[src/design/awu_pkg.sv]
`timescale 1ns / 1ps

package awu_pkg;

    // Sizes
    localparam int NUM_WEIGHTS = 1024;
    localparam int SLOT_W      = $clog2(NUM_WEIGHTS);
    localparam int IDX_W       = 10;
    localparam int CFG_IDX_W   = 3;
    localparam int CFG_DATA_W  = 32;

    // Queue between update front and step back
    localparam int Q_DEPTH   = 8;
    localparam int Q_PTR_W   = $clog2(Q_DEPTH);
    localparam int Q_CNT_W   = Q_PTR_W + 1;
    localparam int FRONT_LAT = 3;

    // Root and divide pipelines: 32 result bits each
    localparam int RES_BITS    = 32;
    localparam int ROOT_STAGES = 16;
    localparam int ROOT_ITERS  = RES_BITS / ROOT_STAGES;
    localparam int DIV_STAGES  = 16;
    localparam int DIV_ITERS   = RES_BITS / DIV_STAGES;

    localparam logic [24:0] ONE_Q24 = 25'h100_0000;
    localparam logic [47:0] MAX_V   = 48'hFFFF_FFFF_FFFF;

    // Configuration register indexes
    localparam logic [CFG_IDX_W-1:0] CFG_BETA_ONE       = 3'd0;
    localparam logic [CFG_IDX_W-1:0] CFG_BETA_TWO       = 3'd1;
    localparam logic [CFG_IDX_W-1:0] CFG_LEARNING_RATE  = 3'd2;
    localparam logic [CFG_IDX_W-1:0] CFG_EPSILON_TERM   = 3'd3;
    localparam logic [CFG_IDX_W-1:0] CFG_BIAS_SCALE_ONE = 3'd4;
    localparam logic [CFG_IDX_W-1:0] CFG_BIAS_SCALE_TWO = 3'd5;

    typedef struct packed {
        logic [23:0] beta_one;
        logic [23:0] beta_two;
        logic [23:0] learning_rate;
        logic [15:0] epsilon_term;
        logic [31:0] bias_scale_one;
        logic [31:0] bias_scale_two;
    } cfg_t;

    localparam cfg_t CFG_RESET = '{
        beta_one:       24'd15099494,
        beta_two:       24'd16760439,
        learning_rate:  24'd16777,
        epsilon_term:   16'd429,
        bias_scale_one: 32'd655360,
        bias_scale_two: 32'd65536000
    };

    typedef struct packed {
        logic [IDX_W-1:0]  weight_index;
        logic signed [31:0] grad_value;
        logic              fresh;
    } in_item_t;

    typedef struct packed {
        logic [IDX_W-1:0]  out_index;
        logic signed [31:0] weight_step;
        logic              clipped;
    } out_item_t;

    // Updated moments handed from front to back
    typedef struct packed {
        logic [IDX_W-1:0] index;
        logic             m_pos;
        logic [31:0]      mmag;
        logic [47:0]      v_new;
    } moment_t;

    typedef struct packed {
        logic [IDX_W-1:0] index;
        logic             m_pos;
        logic [46:0]      mc;
    } root_side_t;

    typedef struct packed {
        logic [IDX_W-1:0] index;
        logic             m_pos;
        logic             nz;
        logic             sat;
    } div_side_t;

    typedef struct packed {
        logic [33:0] rem;
        logic [31:0] root;
    } root_step_t;

    typedef struct packed {
        logic [31:0] rem;
        logic [31:0] quo;
    } div_step_t;

    // One digit of the restoring square root
    function automatic root_step_t sqrt_step(input root_step_t st, input logic [1:0] pair);
        root_step_t  res;
        logic [35:0] acc;
        logic [35:0] trial;
        acc   = {st.rem, pair};
        trial = {2'b00, st.root, 2'b01};
        if (acc >= trial)
        begin
            res.rem  = 34'(acc - trial);
            res.root = {st.root[30:0], 1'b1};
        end
        else
        begin
            res.rem  = acc[33:0];
            res.root = {st.root[30:0], 1'b0};
        end
        return res;
    endfunction

    // One bit of the restoring divide
    function automatic div_step_t div_step(input div_step_t st, input logic nbit,
                                           input logic [31:0] dvs);
        div_step_t   res;
        logic [32:0] acc;
        acc = {st.rem, nbit};
        if (acc >= {1'b0, dvs})
        begin
            res.rem = 32'(acc - {1'b0, dvs});
            res.quo = {st.quo[30:0], 1'b1};
        end
        else
        begin
            res.rem = acc[31:0];
            res.quo = {st.quo[30:0], 1'b0};
        end
        return res;
    endfunction

endpackage

[src/design/awu_queue.sv]
`timescale 1ns / 1ps

module awu_queue (
    input  logic                        clk,
    input  logic                        rst_n,
    input  logic                        push,
    input  awu_pkg::moment_t            push_data,
    input  logic                        pop,
    output logic                        not_empty,
    output awu_pkg::moment_t            head_data,
    output logic [awu_pkg::Q_CNT_W-1:0] count
);

    awu_pkg::moment_t                entry_reg [awu_pkg::Q_DEPTH];
    logic [awu_pkg::Q_PTR_W-1:0]     wr_ptr_reg, rd_ptr_reg;
    logic [awu_pkg::Q_CNT_W-1:0]     count_reg, count_next;

    assign not_empty = (count_reg != '0);
    assign head_data = entry_reg[rd_ptr_reg];
    assign count     = count_reg;

    // Occupancy
    always_comb
    begin
        count_next = count_reg;
        if (push & ~pop)
            count_next = count_reg + 1'b1;
        else if (pop & ~push)
            count_next = count_reg - 1'b1;
    end

    always_ff @(posedge clk or negedge rst_n)
    begin
        if (!rst_n)
        begin
            wr_ptr_reg <= '0;
            rd_ptr_reg <= '0;
            count_reg  <= '0;
        end
        else
        begin
            if (push)
                wr_ptr_reg <= wr_ptr_reg + 1'b1;
            if (pop)
                rd_ptr_reg <= rd_ptr_reg + 1'b1;
            count_reg <= count_next;
        end
    end

    always_ff @(posedge clk)
    begin
        if (push)
            entry_reg[wr_ptr_reg] <= push_data;
    end

endmodule

[config.mk]
export PLATFORM = sky130hd
export DESIGN_NAME = awu_queue
export DESIGN_NICKNAME = d
export VERILOG_FILES = /design/src/design/awu_pkg.sv /design/src/design/awu_queue.sv
export SDC_FILE = /design/constraint.sdc
export NUM_CORES = 1
export LEC_CHECK = 0
export ABC_CLOCK_PERIOD_IN_PS = 13850
export BUFFER_PORTS_ARGS = -buffer_cell sky130_fd_sc_hd__buf_4
export CORE_MARGIN = 2
export CORE_UTILIZATION = 55
export DETAILED_ROUTE_END_ITERATION = 8
export GPL_ROUTABILITY_DRIVEN = 0
export HOLD_SLACK_MARGIN = 0.12
export PLACE_DENSITY = 0.75
export REMOVE_ABC_BUFFERS = 1
export SYNTH_ARGS = -nofsm -noshare
export SYNTH_HDL_FRONTEND = slang
export SYNTH_SLANG_ARGS = --single-unit
[constraint.sdc]
create_clock -name clk -period 13.85 [get_ports clk]
set_clock_uncertainty 0.1 [all_clocks]
set_input_delay 0.6925 -clock clk [delete_from_list [all_inputs] [get_ports clk]]
set_output_delay 0.6925 -clock clk [all_outputs]
set_load 0.1 [all_outputs]
# After elaboration in Yosys (flattened, before gate mapping)

Memory sizes are Yosys's and may differ from the RTL's.
Index checks and enable logic that the tools add are counted.

Bitwise operators: 4
Muxes and demuxes: 4
Reduce and logical (&&, ||, !) cells: 2
$add $sub $neg: 4

Operators by type and width:

| kind                                                               | number |
|---|---|
| 4-bit two-way mux                                                  | 2 |
| 3-bit by 1-bit adder with 3-bit output, second input constant      | 2 |
| 4-bit by 1-bit adder with 4-bit output, second input constant      | 1 |
| 4-bit nonzero test                                                 | 1 |
| 4-bit by 1-bit subtractor with 4-bit output, second input constant | 1 |
| 1-bit bitwise AND                                                  | 2 |
| 1-bit two-way mux                                                  | 2 |
| 1-bit inverter                                                     | 2 |
| 2-bit nonzero test                                                 | 1 |

Output and inout bits: 96
Input bits: 95
Word-level logic and storage cells: 18
Memory bits (writable): 728
Memories kept: 1
Register bits: 10

Memories:

| memory    | words | width | rd ports | clocked after memory_dff | write ports | line            | text |
|---|---|---|---|---|---|---|---|
| entry_reg | 8     | 91    | 1        | 0                        | 1           | awu_queue.sv:14 | `awu_pkg::moment_t entry_reg [awu_pkg::Q_DEPTH];` |

# Longest topological paths before layout

Depth after elaboration: 4
Gate-level depth with buffers: 7

# Worst setup path after synthesis

Ideal clock, no wire load.

Path kind: input port to flip-flop
Start: input push
End: memory entry_reg[0][0] (netlist bit), enable pin
Cell stages on the path: 2
Setup slack: 6.151 ns
Data arrival time: 6.947 ns
Path through: nand2b_1 nor3_1

Cells in the longest elaborated chain, start to end: 2

RTL lines:

| what                                    | line            | text |
|---|---|---|
| start: declaration                      | awu_queue.sv:6  | `input logic push,` |
| 1-bit two-way mux                       | awu_queue.sv:52 | `if (push)` |
| 1-bit two-way mux (not written as such) | awu_queue.sv:53 | `entry_reg[wr_ptr_reg] <= push_data;` |
| end: declaration                        | awu_queue.sv:14 |  |

No other way between the ends.

==> impl_metrics.ini <==
[routing]
final_antenna_net_count = 0
vias_per_cell = 5.923
drt_pass1_iterations = 5
wl_met1_mm = 21.98
routedWlPerCell_um = 25.82
wl_met2_mm = 27.07
wl_met3_mm = 3.362
dr.max_layer_used = met5
vias = 12297
drc_errors = 0
drt_first_iter_violations = 1043
wirelength_mm = 53.61

[place]
io_buffers = 190
dp_slack_ns = 9.712
place_inst = 1940
dp_hpwl_mm = 26.84

[cells_and_area]
drive_gt1_frac = 0.4215
fin_nets = 1447
syn2layout_area_growth_pct = 15.99
ff_latch_area_um2 = 22120
largest_reg_flops = 728
final_common_cell = edfxtp_1
layout.cells.non_filler = 2076
fillers = 3182
layout_common_cells = edfxtp_1, buf_4, mux4_2, mux2_2, clkbuf_16
multiInputGateArea_um2 = 5517

[yosys]
synth_seq_cells = 738
avgSynthCellArea_um2 = 25.13
synthesis.area_um2 = 27920
yosysWarnings = 0
netlist_instances = 1111
ys_seq_area_frac = 0.7919
ys_types = 26

[critical_path]
cpMostUsedCell = buf_4
r2r-start = wr_ptr_reg[0]
cp_max_fo = 52
cp.arrival_ns = 3.84
cp-start-kind = flip-flop
critPathCaptureType = primary output
cp_cell_sequence = buf_4 -> mux4_2 -> mux2_2 -> buf_4
reg2reg_setup_slack_ns = 10.79
worst_r2r_path_depth = 4
max_stage_delay_ns = 1.14
crit_required_ns = 13.06
r2r_end = entry_reg[6][6]
crit_family = flip-flops
slowest_stage = dfrtp_4
startpoint = rd_ptr_reg[0]
criticalPathCategory = flip-flop to primary output
path_buf_inv = 2

[timing]
worstMarginPinSlew_ns = 1.317
finalSetupTns_ns = 0
setup_ws_ns = 9.220
drv_slew = 0
period_minus_slack_ns = 4.630
slew-limit-headroom = 0.1220
finalCritPeriodShare = 0.3343
setup_viol = 0
hold_viol = 0
fmax_mhz = 216.0
rsz0062_at_grt = no

[floorplanning]
core-area_um2 = 50170
dieArea_um2 = 52590
core.rowCount = 82
boundaryPins = 191
die_h_um = 229.3
initial_core_util = 0.5565
dieWidth_um = 229.3

[worst_hold_path]
worstHoldEndpoint = rd_ptr_reg[0]
hold_start = pop
hold_depth = 2
hold_path.class = input pin to flip-flop

[clock_network]
root_buffer = clkbuf_16
clk_latency_ns = 0.60
cts.sinks = 738
cts.path.max_buffers = 3
cts_tree = yes
numCtsBuffers = 75
path_clk_slew_ns = 0.06
htree_levels = 3

[global_routing]
gr-total-overflow = 0
grt_pass1_vias = 13335
grt.total_usage = 0.2102
grt_start_max_net_pins = 185
grt_pass1_wl_mm = 81.73
antenna_found_initial = 4

[job]
cap_viol_max_count = 0

[outcome]
outcome = finished clean
==> layer usage <==
metal | vias up | GRT usage
met5 | - | 0
met4 | 4 | 0.06737
met3 | 89 | 0.04283
met2 | 389 | 0.3431
met1 | 6564 | 0.2896
li1 | 5251 | -
==> stage by stage <==
stage	instance area, µm²	utilization	hold WS [ns]
detailed placement	30090	0.5998	0.4396
global placement	30090	0.5998	0.4360
floorplan	27580	-	0.2969
CTS	32380	0.6454	0.1775
finish	32390	0.6455	0.2181
global route	32380	0.6455	0.2055
==> repair_timing <==
| item | 4_1_cts | 5_1_grt |
|---|---|---|
| endpoints found under the hold margin | 10 | 0 |
| hold buffers | 1 | 0 |
| setup buffers | 0 | 0 |
| endpoints found under the setup margin | 0 | 0 |
| gates resized for setup | 0 | 0 |
==> cells by family (layout without fill, tap and decap cells) <==
| group | count (synthesis) | in the layout | synth area share |
|---|---|---|---|
| adders and majority gates | 6 | 6 | 0.002958 |
| xor gates and xnor gates | 6 | 6 | 0.001882 |
| buffers and inverters | 54 | 345 | 0.01250 |
| other | 0 | 2 | 0 |
| and+or+nand+nor | 24 | 24 | 0.004212 |
| muxes | 277 | 277 | 0.1851 |
| AOI/OAI and AO/OA | 6 | 6 | 0.001478 |
| DFF | 738 | 738 | 0.7919 |
==> how the worst max path moves through the flow <==
stage	endpoint	slack, ns	cells past startpoint
after floorplan	head_data[0]	4.91	2
after CTS	head_data[51]	9.04	4
after global routing	head_data[51]	8.89	4
after global placement	head_data[51]	9.70	4
after detailed placement	head_data[51]	9.71	4
final	head_data[51]	9.22	4
==> cell usage after synthesis <==
| cell | n | area share |
|---|---|---|
| edfxtp_1 | 728 | 0.78 |
| mux4_2 | 182 | 0.15 |
| mux2_2 | 94 | 0.038 |
| buf_6 | 19 | 0.0077 |
| clkbuf_1 | 16 | 0.0022 |
| buf_1 | 14 | 0.0019 |
| dfrtp_1 | 10 | 0.0090 |
| nand2_1 | 6 | 0.00081 |
| nor2_1 | 6 | 0.00081 |
| ha_1 | 5 | 0.0022 |
| xnor2_1 | 4 | 0.0013 |
| buf_2 | 3 | 0.00054 |
| nand2b_1 | 3 | 0.00067 |
| nor3_1 | 3 | 0.00054 |
| a21oi_1 | 2 | 0.00036 |
| inv_1 | 2 | 0.00027 |
| nand3_1 | 2 | 0.00036 |
| o211ai_1 | 2 | 0.00054 |
| or4_1 | 2 | 0.00054 |
| xor2_1 | 2 | 0.00063 |
| a2111o_1 | 1 | 0.00040 |
| fa_1 | 1 | 0.00072 |
| mux2i_1 | 1 | 0.00036 |
| nand3b_1 | 1 | 0.00027 |
| o21ai_0 | 1 | 0.00018 |
| or3_1 | 1 | 0.00022 |
==> layout make-up <==
| type | count | area share |
|---|---|---|
| clock buffers | 99 | 0.06498 |
| well taps | 672 | 0.02596 |
| clock inverters | 34 | 0.005331 |
| diodes | 2 | 0.0001545 |
| multi-input cells | 319 | 0.1703 |
| inverters | 2 | 0.0002318 |
| flip-flops and latches | 738 | 0.6831 |
| repair buffers | 210 | 0.04991 |
Power is not shown: default switching activity piles up to over one toggle a cycle in this logic, so the estimate is an artifact.
